$ cat src/hw/rtl/tsgr_pkg.sv
// ----------------------------------------------------------------------------
// Touch stroke grid rasterizer package
// Shared constants, field widths, item codes and the controller/datapath
// command and status structures.
// ----------------------------------------------------------------------------
package tsgr_pkg;

  // Default geometry of the drawing grid and the touch slot count.
  localparam int GridCellsDef  = 28;
  localparam int CellPixelsDef = 12;
  localparam int AreaOriginDef = 72;
  localparam int TouchSlotsDef = 5;

  // Fixed field widths.
  localparam int CoordW   = 10;
  localparam int SlotW    = 3;
  localparam int RowSelW  = 5;
  localparam int RowBitsW = 28;

  // Clear zone: presses above this y line and right of clear_zone_x wipe the grid.
  localparam logic [CoordW-1:0] ClearZoneY      = CoordW'(20);
  localparam logic [CoordW-1:0] ClearZoneXReset = CoordW'(456);

  // Shift used by the reciprocal multiply that turns a pixel offset into a cell.
  localparam int RecipShift = 20;

  // Item codes carried on the action field.
  localparam logic ActionTouch = 1'b0;
  localparam logic ActionRead  = 1'b1;

  // Commands from the controller to the datapath.
  typedef struct packed {
    logic accept;  // an item is taken this cycle
    logic setup;   // line setup: deltas and cell quotient products
    logic rem;     // line setup: cells and in-cell offsets
    logic step;    // one line pixel is marked
  } tsgr_cmd_t;

  // Status from the datapath to the controller.
  typedef struct packed {
    logic draw;    // the item on the inputs starts a line
    logic last;    // the current line pixel is the final one
  } tsgr_stat_t;

endpackage

$ cat src/hw/rtl/tsgr_ctrl.sv
// ----------------------------------------------------------------------------
// Touch stroke grid rasterizer controller
// Sequences item acceptance, the line setup states (setup, then rem) and the pixel loop.
// ----------------------------------------------------------------------------
module tsgr_ctrl
  import tsgr_pkg::*;
(
  input  logic       clk,
  input  logic       rst,
  input  logic       start,
  output logic       busy,
  output tsgr_cmd_t  cmd,
  input  tsgr_stat_t stat
);

  localparam logic [1:0] StIdle  = 2'd0;
  localparam logic [1:0] StSetup = 2'd1;
  localparam logic [1:0] StRem   = 2'd2;
  localparam logic [1:0] StRun   = 2'd3;

  logic [1:0] state;
  logic [1:0] state_next;

  always_comb begin
    cmd        = '0;
    state_next = state;
    case (state)
      StIdle: begin
        cmd.accept = start;
        if (start && stat.draw) begin
          state_next = StSetup;
        end
      end
      StSetup: begin
        cmd.setup  = 1'b1;
        state_next = StRem;
      end
      StRem: begin
        cmd.rem    = 1'b1;
        state_next = StRun;
      end
      StRun: begin
        cmd.step = 1'b1;
        if (stat.last) begin
          state_next = StIdle;
        end
      end
      default: begin
        state_next = StIdle;
      end
    endcase
  end

  always_ff @(posedge clk) begin
    if (rst) begin
      state <= StIdle;
    end else begin
      state <= state_next;
    end
  end

  assign busy = (state != StIdle);

  a_draw_enters_setup: assert property (@(posedge clk) disable iff (rst)
    (cmd.accept && stat.draw) |=> (state == StSetup))
    else $error("drawing item did not enter line setup");

  a_setup_to_rem: assert property (@(posedge clk) disable iff (rst)
    (state == StSetup) |=> (state == StRem))
    else $error("line setup did not advance");

  a_run_holds: assert property (@(posedge clk) disable iff (rst)
    (state == StRun && !stat.last) |=> (state == StRun))
    else $error("pixel loop ended before its last pixel");

endmodule

$ cat src/hw/rtl/tsgr_datapath.sv
// ----------------------------------------------------------------------------
// Touch stroke grid rasterizer datapath
// Slot table, cell bitmap, clear zone register and the line stepping unit.
// ----------------------------------------------------------------------------
module tsgr_datapath
  import tsgr_pkg::*;
#(
  parameter int GRID_CELLS  = GridCellsDef,
  parameter int CELL_PIXELS = CellPixelsDef,
  parameter int AREA_ORIGIN = AreaOriginDef,
  parameter int TOUCH_SLOTS = TouchSlotsDef
) (
  input  logic                clk,
  input  logic                rst,
  input  tsgr_cmd_t           cmd,
  output tsgr_stat_t          stat,
  input  logic                cfg_wr_en,
  input  logic [CoordW-1:0]   cfg_wr_data,
  input  logic                action,
  input  logic [SlotW-1:0]    slot,
  input  logic                pressed,
  input  logic [CoordW-1:0]   touch_x,
  input  logic [CoordW-1:0]   touch_y,
  input  logic [RowSelW-1:0]  row_select,
  output logic                done,
  output logic [RowSelW-1:0]  row_number,
  output logic [RowBitsW-1:0] row_bits
);

  localparam int AreaEnd  = AREA_ORIGIN + GRID_CELLS * CELL_PIXELS - 1;
  localparam int CellW    = $clog2(GRID_CELLS);
  localparam int OffW     = (CELL_PIXELS > 1) ? $clog2(CELL_PIXELS) : 1;
  localparam int RecipW   = RecipShift + 1;
  localparam int ProdW    = CoordW + RecipW;
  localparam int DistW    = CoordW + 1;
  localparam logic [RecipW-1:0] RecipM =
      RecipW'(((1 << RecipShift) + CELL_PIXELS - 1) / CELL_PIXELS);
  localparam logic [CoordW-1:0] Origin  = CoordW'(AREA_ORIGIN);
  localparam logic [OffW-1:0]   OffLast = OffW'(CELL_PIXELS - 1);

  // Architectural state.
  logic [CoordW-1:0]     clear_zone_x;
  logic [GRID_CELLS-1:0] cell_bitmap [GRID_CELLS];
  logic [CoordW-1:0]     last_point_x [TOUCH_SLOTS];
  logic [CoordW-1:0]     last_point_y [TOUCH_SLOTS];
  logic [TOUCH_SLOTS-1:0] last_point_valid;

  // Line stepping registers.
  logic [CoordW-1:0] x0, y0, x1, y1;
  logic [CoordW-1:0] adx, ady, span_len, ex, ey;
  logic              xneg, yneg;
  logic [ProdW-1:0]  prod_x, prod_y;
  logic [CellW-1:0]  cell_x, cell_y;
  logic [OffW-1:0]   off_x, off_y;
  logic [DistW-1:0]  count;

  // Item decode.
  logic                  slot_hit;
  logic                  sel_valid;
  logic [CoordW-1:0]     sel_x, sel_y;
  logic [GRID_CELLS-1:0] row_pick;
  logic [RowBitsW-1:0]   row_word;
  logic                  is_touch, in_area, clear_hit, draw;

  always_comb begin
    slot_hit  = 1'b0;
    sel_valid = 1'b0;
    sel_x     = '0;
    sel_y     = '0;
    for (int s = 0; s < TOUCH_SLOTS; s++) begin
      if (int'(slot) == s) begin
        slot_hit  = 1'b1;
        sel_valid = last_point_valid[s];
        sel_x     = last_point_x[s];
        sel_y     = last_point_y[s];
      end
    end
  end

  always_comb begin
    row_pick = '0;
    row_word = '0;
    for (int r = 0; r < GRID_CELLS; r++) begin
      if (int'(row_select) == r) begin
        row_pick = cell_bitmap[r];
      end
    end
    for (int i = 0; i < RowBitsW; i++) begin
      if (i < GRID_CELLS) begin
        row_word[i] = row_pick[i];
      end
    end
  end

  assign is_touch  = (action == ActionTouch) && slot_hit;
  assign in_area   = (int'(touch_x) > AREA_ORIGIN) && (int'(touch_x) < AreaEnd) &&
                     (int'(touch_y) > AREA_ORIGIN) && (int'(touch_y) < AreaEnd);
  assign draw      = is_touch && pressed && in_area;
  assign clear_hit = is_touch && pressed && (touch_x > clear_zone_x) &&
                     (touch_y < ClearZoneY);

  assign stat.draw = draw;
  assign stat.last = (count == '0);

  // Configuration register.
  always_ff @(posedge clk) begin
    if (rst) begin
      clear_zone_x <= ClearZoneXReset;
    end else if (cfg_wr_en) begin
      clear_zone_x <= cfg_wr_data;
    end
  end

  // Slot table.
  always_ff @(posedge clk) begin
    if (rst) begin
      last_point_valid <= '0;
    end else if (cmd.accept && is_touch) begin
      for (int s = 0; s < TOUCH_SLOTS; s++) begin
        if (int'(slot) == s) begin
          if (!pressed) begin
            last_point_valid[s] <= 1'b0;
          end else if (in_area) begin
            last_point_valid[s] <= 1'b1;
          end
        end
      end
    end
  end

  always_ff @(posedge clk) begin
    if (cmd.accept && draw) begin
      for (int s = 0; s < TOUCH_SLOTS; s++) begin
        if (int'(slot) == s) begin
          last_point_x[s] <= touch_x;
          last_point_y[s] <= touch_y;
        end
      end
    end
  end

  // Read result.
  always_ff @(posedge clk) begin
    if (rst) begin
      done <= 1'b0;
    end else begin
      done <= cmd.accept && (action == ActionRead);
    end
  end

  always_ff @(posedge clk) begin
    if (cmd.accept && (action == ActionRead)) begin
      row_number <= row_select;
      row_bits   <= row_word;
    end
  end

  // Cell bitmap: wiped by reset or a clear zone press, marked one pixel a cycle.
  always_ff @(posedge clk) begin
    if (rst || (cmd.accept && clear_hit)) begin
      for (int r = 0; r < GRID_CELLS; r++) begin
        cell_bitmap[r] <= '0;
      end
    end else if (cmd.step) begin
      cell_bitmap[cell_y][cell_x] <= 1'b1;
    end
  end

  // Line setup and stepping.
  logic [CoordW-1:0] vx, vy;
  logic [CellW-1:0]  qx, qy;
  logic [DistW-1:0]  ex_sum, ey_sum;
  logic              move_x, move_y;
  logic [CellW-1:0]  cell_x_next, cell_y_next;
  logic [OffW-1:0]   off_x_next, off_y_next;

  assign vx     = x0 - Origin;
  assign vy     = y0 - Origin;
  assign qx     = prod_x[RecipShift +: CellW];
  assign qy     = prod_y[RecipShift +: CellW];
  assign ex_sum = {1'b0, ex} + {1'b0, adx};
  assign ey_sum = {1'b0, ey} + {1'b0, ady};
  assign move_x = ex_sum > {1'b0, span_len};
  assign move_y = ey_sum > {1'b0, span_len};

  always_comb begin
    cell_x_next = cell_x;
    off_x_next  = off_x;
    if (move_x) begin
      if (xneg) begin
        if (off_x == '0) begin
          off_x_next  = OffLast;
          cell_x_next = cell_x - CellW'(1);
        end else begin
          off_x_next = off_x - OffW'(1);
        end
      end else begin
        if (off_x == OffLast) begin
          off_x_next  = '0;
          cell_x_next = cell_x + CellW'(1);
        end else begin
          off_x_next = off_x + OffW'(1);
        end
      end
    end
  end

  always_comb begin
    cell_y_next = cell_y;
    off_y_next  = off_y;
    if (move_y) begin
      if (yneg) begin
        if (off_y == '0) begin
          off_y_next  = OffLast;
          cell_y_next = cell_y - CellW'(1);
        end else begin
          off_y_next = off_y - OffW'(1);
        end
      end else begin
        if (off_y == OffLast) begin
          off_y_next  = '0;
          cell_y_next = cell_y + CellW'(1);
        end else begin
          off_y_next = off_y + OffW'(1);
        end
      end
    end
  end

  always_ff @(posedge clk) begin
    if (cmd.accept && draw) begin
      x0 <= sel_valid ? sel_x : touch_x;
      y0 <= sel_valid ? sel_y : touch_y;
      x1 <= touch_x;
      y1 <= touch_y;
    end
    if (cmd.setup) begin
      prod_x <= ProdW'(vx) * ProdW'(RecipM);
      prod_y <= ProdW'(vy) * ProdW'(RecipM);
      xneg   <= x1 < x0;
      yneg   <= y1 < y0;
      adx    <= (x1 < x0) ? (x0 - x1) : (x1 - x0);
      ady    <= (y1 < y0) ? (y0 - y1) : (y1 - y0);
    end
    if (cmd.rem) begin
      cell_x   <= qx;
      cell_y   <= qy;
      off_x    <= OffW'(vx - CoordW'(int'(qx) * CELL_PIXELS));
      off_y    <= OffW'(vy - CoordW'(int'(qy) * CELL_PIXELS));
      span_len <= (adx > ady) ? adx : ady;
      count    <= {1'b0, ((adx > ady) ? adx : ady)} + DistW'(1);
      ex       <= '0;
      ey       <= '0;
    end
    if (cmd.step) begin
      ex     <= move_x ? CoordW'(ex_sum - {1'b0, span_len}) : ex_sum[CoordW-1:0];
      ey     <= move_y ? CoordW'(ey_sum - {1'b0, span_len}) : ey_sum[CoordW-1:0];
      cell_x <= cell_x_next;
      cell_y <= cell_y_next;
      off_x  <= off_x_next;
      off_y  <= off_y_next;
      count  <= count - DistW'(1);
    end
  end

  a_step_in_grid: assert property (@(posedge clk) disable iff (rst)
    cmd.step |-> ((int'(cell_x) < GRID_CELLS) && (int'(cell_y) < GRID_CELLS)))
    else $error("line pixel left the grid");

  a_done_after_read: assert property (@(posedge clk) disable iff (rst)
    done |-> $past(cmd.accept && (action == ActionRead)))
    else $error("result strobe without a read");

  a_err_bounded: assert property (@(posedge clk) disable iff (rst)
    cmd.step |-> ((ex <= span_len) && (ey <= span_len)))
    else $error("error accumulator out of range");

endmodule

$ cat src/hw/rtl/touch_stroke_grid_rasterizer_core.sv
// ----------------------------------------------------------------------------
// Touch stroke grid rasterizer core
// Turns touch strokes into a marked cell grid and reads grid rows back.
// ----------------------------------------------------------------------------
// An item is taken when start is high and busy is low. A read item returns its
// row one cycle later: done is high for exactly one cycle with row_number and
// row_bits, and the receiver must take that beat then, since it cannot stall
// the core. Read, release, clear and out-of-area items leave busy low, so a
// new item can follow on the next cycle. A press inside the drawing area
// draws a line from the slot's last point (from the touch point itself if
// the slot has none) and raises busy until the final pixel is marked: the
// setup and rem states turn the start point into a cell and an in-cell
// offset, then the pixel loop steps along the larger of |dx| and |dy| in
// pixels, one point per cycle, which sets the rate. The default drawing area
// spans 336 pixels. The clear zone register may be written in any idle cycle.
// ----------------------------------------------------------------------------
module touch_stroke_grid_rasterizer_core
  import tsgr_pkg::*;
#(
  parameter int GRID_CELLS  = GridCellsDef,
  parameter int CELL_PIXELS = CellPixelsDef,
  parameter int AREA_ORIGIN = AreaOriginDef,
  parameter int TOUCH_SLOTS = TouchSlotsDef
) (
  input  logic                clk,
  input  logic                rst,
  // Item channel.
  input  logic                start,
  output logic                busy,
  input  logic                action,
  input  logic [SlotW-1:0]    slot,
  input  logic                pressed,
  input  logic [CoordW-1:0]   touch_x,
  input  logic [CoordW-1:0]   touch_y,
  input  logic [RowSelW-1:0]  row_select,
  // Result channel.
  output logic                done,
  output logic [RowSelW-1:0]  row_number,
  output logic [RowBitsW-1:0] row_bits,
  // Clear zone register write port.
  input  logic                cfg_wr_en,
  input  logic [CoordW-1:0]   cfg_wr_data
);

  // The controller only sequences; all state that the items see lives in the
  // datapath, which reports whether the item on the inputs starts a line and
  // when the line's final pixel is being marked.
  tsgr_cmd_t  cmd;
  tsgr_stat_t stat;

  tsgr_ctrl u_ctrl (
    .clk   (clk),
    .rst   (rst),
    .start (start),
    .busy  (busy),
    .cmd   (cmd),
    .stat  (stat)
  );

  tsgr_datapath #(
    .GRID_CELLS  (GRID_CELLS),
    .CELL_PIXELS (CELL_PIXELS),
    .AREA_ORIGIN (AREA_ORIGIN),
    .TOUCH_SLOTS (TOUCH_SLOTS)
  ) u_datapath (
    .clk         (clk),
    .rst         (rst),
    .cmd         (cmd),
    .stat        (stat),
    .cfg_wr_en   (cfg_wr_en),
    .cfg_wr_data (cfg_wr_data),
    .action      (action),
    .slot        (slot),
    .pressed     (pressed),
    .touch_x     (touch_x),
    .touch_y     (touch_y),
    .row_select  (row_select),
    .done        (done),
    .row_number  (row_number),
    .row_bits    (row_bits)
  );

endmodule
$ cat config.mk
export PLATFORM = sky130hd
export DESIGN_NAME = touch_stroke_grid_rasterizer_core
export DESIGN_NICKNAME = d
export VERILOG_FILES = /design/src/hw/rtl/tsgr_pkg.sv /design/src/hw/rtl/tsgr_ctrl.sv /design/src/hw/rtl/tsgr_datapath.sv /design/src/hw/rtl/touch_stroke_grid_rasterizer_core.sv
export SDC_FILE = /design/constraint.sdc
export NUM_CORES = 2
export LEC_CHECK = 0
export ABC_AREA = 1
export ABC_CLOCK_PERIOD_IN_PS = 16100
export BUFFER_PORTS_ARGS = -buffer_cell sky130_fd_sc_hd__buf_2
export CAP_MARGIN = 20
export CORE_ASPECT_RATIO = 1.4
export CORE_MARGIN = 3
export CORE_UTILIZATION = 68
export CTS_CLUSTER_SIZE = 40
export DETAILED_ROUTE_END_ITERATION = 12
export PLACE_DENSITY = 0.86
export SETUP_SLACK_MARGIN = 0.05
export SKIP_CTS_REPAIR_TIMING = 1
export SYNTH_ARGS = -nofsm -noshare
export SYNTH_HDL_FRONTEND = slang
export SYNTH_HIERARCHICAL = 1
export SYNTH_SLANG_ARGS = --single-unit
$ cat constraint.sdc
create_clock -name clk -period 16.1 [get_ports clk]
set_clock_uncertainty 0.2 [all_clocks]
set_input_delay 0.805 -clock clk [delete_from_list [all_inputs] [get_ports clk]]
set_output_delay 0.805 -clock clk [all_outputs]
set_load 0.01 [all_outputs]
# Word level (Yosys, flattened, before mapping)
# Memory sizes are Yosys's and may differ from the RTL's.
# Index checks and enable logic that the tools add are counted.
[word_totals]
register_bits = 220
mem_bits_rw = 884
input_bits = 44
output_inout_bits = 35
wordCells = 299
memories = 3
[classes]
n_addsub = 22
multipliers = 4
order_cmp = 13
n_eq_ne = 45
n_mux = 141
n_bitwise = 1
reduce_logical = 42
[mem_list]
columns = ["memory", "words", "word_bits", "rd", "rd_ports_with_merged_regs", "wr", "line", "rtl"]
rows = [
  ["u_datapath.cell_bitmap", 28, 28, 28, 0, 28, "tsgr_datapath.sv:43", "logic [GRID_CELLS-1:0] cell_bitmap [GRID_CELLS];"],
  ["u_datapath.last_point_x", 5, 10, 5, 0, 1, "tsgr_datapath.sv:44", "logic [CoordW-1:0] last_point_x [TOUCH_SLOTS];"],
  ["u_datapath.last_point_y", 5, 10, 5, 0, 1, "tsgr_datapath.sv:45", "logic [CoordW-1:0] last_point_y [TOUCH_SLOTS];"],
]
[ops]
columns = ["cell", "n"]
rows = [
  ["28-bit two-way mux", 31],
  ["10-bit two-way mux", 28],
  ["5-bit equality test, second input constant", 16],
  ["10-bit OR reduction", 8],
  ["5-bit two-way mux", 13],
  ["10-bit subtractor", 6],
  ["10-bit by 16-bit multiplier with 24-bit output, second input constant", 2],
  ["4-bit two-way mux", 12],
  ["1-bit two-way mux", 43],
  ["5-bit by 4-bit equality test with 1-bit output, second input constant", 8],
  ["28-bit OR reduction", 1],
  ["3-bit two-way mux", 8],
  ["10-bit by 10-bit adder with 11-bit output", 2],
  ["11-bit by 10-bit greater-than comparator with 1-bit output", 2],
  ["11-bit two-way mux", 2],
  ["10-bit greater-than comparator", 2],
  ["10-bit by 7-bit greater-than comparator with 1-bit output, second input constant", 2],
  ["10-bit less-than comparator", 2],
  ["10-bit by 9-bit less-than comparator with 1-bit output, second input constant", 2],
  ["10-bit by 7-bit subtractor with 10-bit output, second input constant", 2],
  ["3-bit AND reduction", 5],
  ["1-bit logical AND", 14],
  ["10-bit by 1-bit adder with 11-bit output, second input constant", 1],
  ["11-bit zero test", 1],
  ["33 further kinds", 55],
]

# Longest topological paths before layout
[depth]
word_depth = 29
depth_mapped = 25
mapped_depth_nobuf = 25

# Modules after synthesis
# The synthesis kept the hierarchy.
[by_module_without_submodules]
columns = ["mod", "instances", "cells_each", "area_per_inst_um2", "seq_area_each_um2"]
rows = [
  ["tsgr_datapath", 1, 5870, 49376.1, 23943.0],
  ["tsgr_ctrl", 1, 27, 187.7, 40.0],
]

# Worst setup path after synthesis
# OpenSTA, ideal clock, no wires.
[synth_timing]
kind = "register -> register"
start = "reg u_datapath.x0[3]"
end = "reg u_datapath.prod_x[22], data pin"
setup_ps = 265
arrival_ps = 4871
t_required_ps = 15635
path_slack_ps = 10764
stages_incl_launch_ff = 22
path_buffers = 0
synth_period_minus_slack_ps = 5336
path_cell_list = "edfxtp_1 inv_1 ha_1 nand2_1 nand2_1 nand3_1 xor2_1 ha_1 fa_1 fa_1 fa_1 fa_1 ha_1 a21oi_1 o21ai_0 a31oi_1 o221ai_1 a21oi_1 o21ai_0 a21boi_0 o21ai_0 xor2_1"
[synth_between]
elab_chain_len = 2
[synth_lines]
columns = ["item", "line", "rtl"]
rows = [
  ["start: declaration", "tsgr_datapath.sv:49", "logic [CoordW-1:0] x0, y0, x1, y1;"],
  ["start signal: assignment", "tsgr_datapath.sv:232", "x0 <= sel_valid ? sel_x : touch_x;"],
  ["10-bit by 7-bit subtractor with 10-bit output", "tsgr_datapath.sv:177", "assign vx = x0 - Origin;"],
  ["10-bit by 16-bit multiplier with 24-bit output", "tsgr_datapath.sv:238", "prod_x <= ProdW'(vx) * ProdW'(RecipM);"],
  ["end signal: assignment", "tsgr_datapath.sv:238", ""],
  ["end: declaration", "tsgr_datapath.sv:52", "logic [ProdW-1:0] prod_x, prod_y;"],
]
# Every way passes these cells.
# A chain may end at the register's enable or synchronous reset.

# Final worst setup path
[layout_timing]
start = "reg u_datapath.y0[3]"
end = "reg u_datapath.prod_y[24], data pin"
[layout_between]
elab_chain_len = 2
[layout_lines]
columns = ["item", "line", "rtl"]
rows = [
  ["start: declaration", "tsgr_datapath.sv:49", ""],
  ["start signal: assignment", "tsgr_datapath.sv:233", "y0 <= sel_valid ? sel_y : touch_y;"],
  ["10-bit by 7-bit subtractor with 10-bit output", "tsgr_datapath.sv:178", "assign vy = y0 - Origin;"],
  ["10-bit by 16-bit multiplier with 24-bit output", "tsgr_datapath.sv:239", "prod_y <= ProdW'(vy) * ProdW'(RecipM);"],
  ["end signal: assignment", "tsgr_datapath.sv:239", ""],
  ["end: declaration", "tsgr_datapath.sv:52", ""],
]
# Every way passes these cells.

==> results.json <==
{
  "vias_per_cell": 6.30,
  "overflow": 0,
  "setup_viol": 0,
  "finalWirelength_mm": 138,
  "drt-wirelength-per-cell_um": 20.2,
  "ys_seq_area_share_pct": 48.4,
  "fillCellCount": 5001,
  "relSlewSlack_pct": 20.3,
  "groute.usage.overall_pct": 35.4,
  "hp-class": "input pin to flop",
  "cap_viol_max_count": 0,
  "ant_nets": 0,
  "syn_area_per_cell_um2": 8.40,
  "criticalPathCategory": "flop to flop",
  "fin_area_um2": 54200,
  "gr-max-usage-layer": "met2",
  "portBuffers": 78,
  "cts.sink_count": 1066,
  "required_ps": 16310,
  "fp.dieArea_um2": 76200,
  "use_met2_pct": 58.8,
  "grt_pass1_wl_mm": 216,
  "clk_transition_reported_paths_ps": 60,
  "p_leak_nw": 20.5,
  "finalHoldViolations": 0,
  "tritoncts": "yes",
  "ys_warn_count": 6,
  "use_met1_pct": 41.4,
  "nets": 6173,
  "grt_antenna_before_repair": 1,
  "netlist-cell-type-count": 51,
  "synth_area_um2": 49600,
  "finalSetupTns_ps": 0,
  "syn_inst": 5897,
  "critPathLaunchType": "flop",
  "die_w_um": 234,
  "die_h_um": 325,
  "first_global_vias": 41800,
  "antennaDiodeCount": 0,
  "dpl_cell_area_um2": 50500,
  "cp-end-kind": "flop",
  "synth_edf_count": 264,
  "io_pins": 79,
  "cts_buffer_depth": 3,
  "fin_crit_ps": 5860,
  "drive_gt1_share_pct": 6.18,
  "num_vias": 43100,
  "synth_ff_type": "dfxtp_1",
  "power_w": 0.00642,
  "core-area_um2": 71800,
  "ir_drop_mv": 0.102,
  "worstPathArrival_ps": 6080,
  "path_max_fanout": 6,
  "power.density_nw_per_um2": 118,
  "drc": 0,
  "grt_max_degree": 109,
  "cts-root-buf": "clkbuf_16",
  "start_util_pct": 69.0,
  "cts_buffers": 99,
  "maxSlewViolCount": 0,
  "min_period_over_period_pct": 36.4,
  "tightest_slew_ps": 1200,
  "fin_cells": 6847,
  "hpwl_mm": 88.3,
  "ctsHtreeMaxLevel": 3,
  "syn_nets": 6252,
  "dr.pass1.iters": 8,
  "drtIter0Drc": 4571,
  "dp.cells": 6644,
  "ys_ff_latch": 1066,
  "status": "completed",
  "num_rows": 116,
  "rsz0062_at_grt": "no",
  "place_congestion": 0.930,
  "fmax_mhz": 171,
  "met3_usage_pct": 5.72,
  "syn_to_final_growth_pct": 9.32,
  "clk_latency_ps": 680,
  "synth_async_sr_flop_share_pct": 0
}
## placed cells by master (no fill, tap or decap), types with 128 or more instances in the layout
cell type / n
nand3_1: 629
o21ai_0: 570
inv_1: 707
ha_1: 239
a21oi_1: 171
nor2_1: 280
nand4_1: 160
o21ai_1: 128
o22ai_1: 286
edfxtp_1: 264
dfxtp_1: 802
nand2_1: 941
## critical path, stage by stage (launching register included)
cell	delay, ps
edfxtp_1	430
inv_1	210
nand3_1	150
nand2_1	80
nand2_1	60
xor2_1	210
inv_1	150
ha_1	320
fa_1	540
fa_1	450
fa_1	560
fa_1	430
ha_1	290
nand2_1	70
o21ai_0	190
a21oi_1	60
o21ai_0	160
a21oi_1	90
o21ai_0	140
a21oi_1	100
o21ai_0	290
nand3_1	150
o21bai_1	200
xor2_1	90
## routing by layer
layer / up-vias / part of all wire [%] / wire [µm]
met2: 2468 / 48 / 66600
met3: 619 / 9.0 / 12500
met1: 20200 / 35 / 48900
li1: 19800 / - / -
met4: 0 / 7.5 / 10400
met5: - / 0 / 0
## cells by family after synthesis
group                      synth area share, %
and+or+nand+nor                           18.3
AOI/OAI and AO/OA                         14.4
buffers and inverters                     8.18
DFF                                       48.4
adders and majority gates                 8.94
xor gates and xnor gates                  1.71
muxes                                    0.162
## cell type report
type / instances / area (µm²) / area share (%)
multi-input cells: 3759 / 21600 / 39.8
clock buffers: 132 / 2770 / 5.11
well taps: 944 / 1180 / 2.18
repair buffers: 177 / 1450 / 2.67
inverters: 715 / 2690 / 4.97
clock inverters: 54 / 529 / 0.977
flip-flops and latches: 1066 / 24000 / 44.3
## state kept, by name (all words and copies together) (netlist names), 11 cells and up
| signal | count |
|---|---|
| u_datapath/cell_bitmap | 784 |
| u_datapath/count | 11 |
| u_datapath/last_point_x | 50 |
| u_datapath/last_point_y | 50 |
| u_datapath/row_bits | 28 |
## metrics by stage
step                      utilization (%)  setup slack (ps)  hold slack, ps
final                                75.4             10240             153
after global routing                 75.4              9810             160
after CTS                            74.9             10230             125
after detailed placement             70.3             10090             261
after global placement               70.2             10430             247
after floorplan                         -             10760             233
## path summary, 6_finish.rpt
check                                   endpoint                      startpoint  cells after the start  slack [ps]
hold reg to reg   u_datapath/cell_bitmap[24][14]  u_datapath/cell_bitmap[24][14]                      2         280
setup / recovery           u_datapath/prod_y[24]                u_datapath/y0[3]                     23       10240
hold / removal        u_datapath/clear_zone_x[6]                  cfg_wr_data[6]                      3         150
setup reg to reg           u_datapath/prod_y[24]                u_datapath/y0[3]                     23       10240
## synth_stat cells (all sizes together) (3+ instances only)
master | n | share of area [%]
a21oi | 171 | 1.7
a22o | 20 | 0.35
a211oi | 5 | 0.076
nand2 | 944 | 7.2
buf | 30 | 0.29
a21o | 11 | 0.17
nor2 | 294 | 2.3
ha | 239 | 6.0
mux2i | 8 | 0.16
a31oi | 4 | 0.050
a41oi | 16 | 0.28
nand3 | 629 | 6.4
o32ai | 3 | 0.053
a221oi | 5 | 0.088
a21boi | 3 | 0.045
o22ai | 286 | 3.6
nor3 | 36 | 0.41
xor2 | 66 | 1.2
xnor2 | 31 | 0.55
o21ai | 698 | 7.0
clkinv | 4 | 0.030
inv | 711 | 5.4
o211ai | 10 | 0.16
nand4 | 160 | 2.0
dfxtp | 802 | 32
o31ai | 13 | 0.20
edfxtp | 264 | 16
o221ai | 3 | 0.053
fa | 72 | 2.9
o21bai | 17 | 0.26
clkbuf | 327 | 2.5
## where the power goes
part / switching (W) / leakage, nW / internal (W)
sequential: 0.0000714 / 8.88 / 0.00287
combinational: 0.000748 / 10.0 / 0.000371
clock: 0.00103 / 1.62 / 0.00133
(Power assumes the default switching activity.)
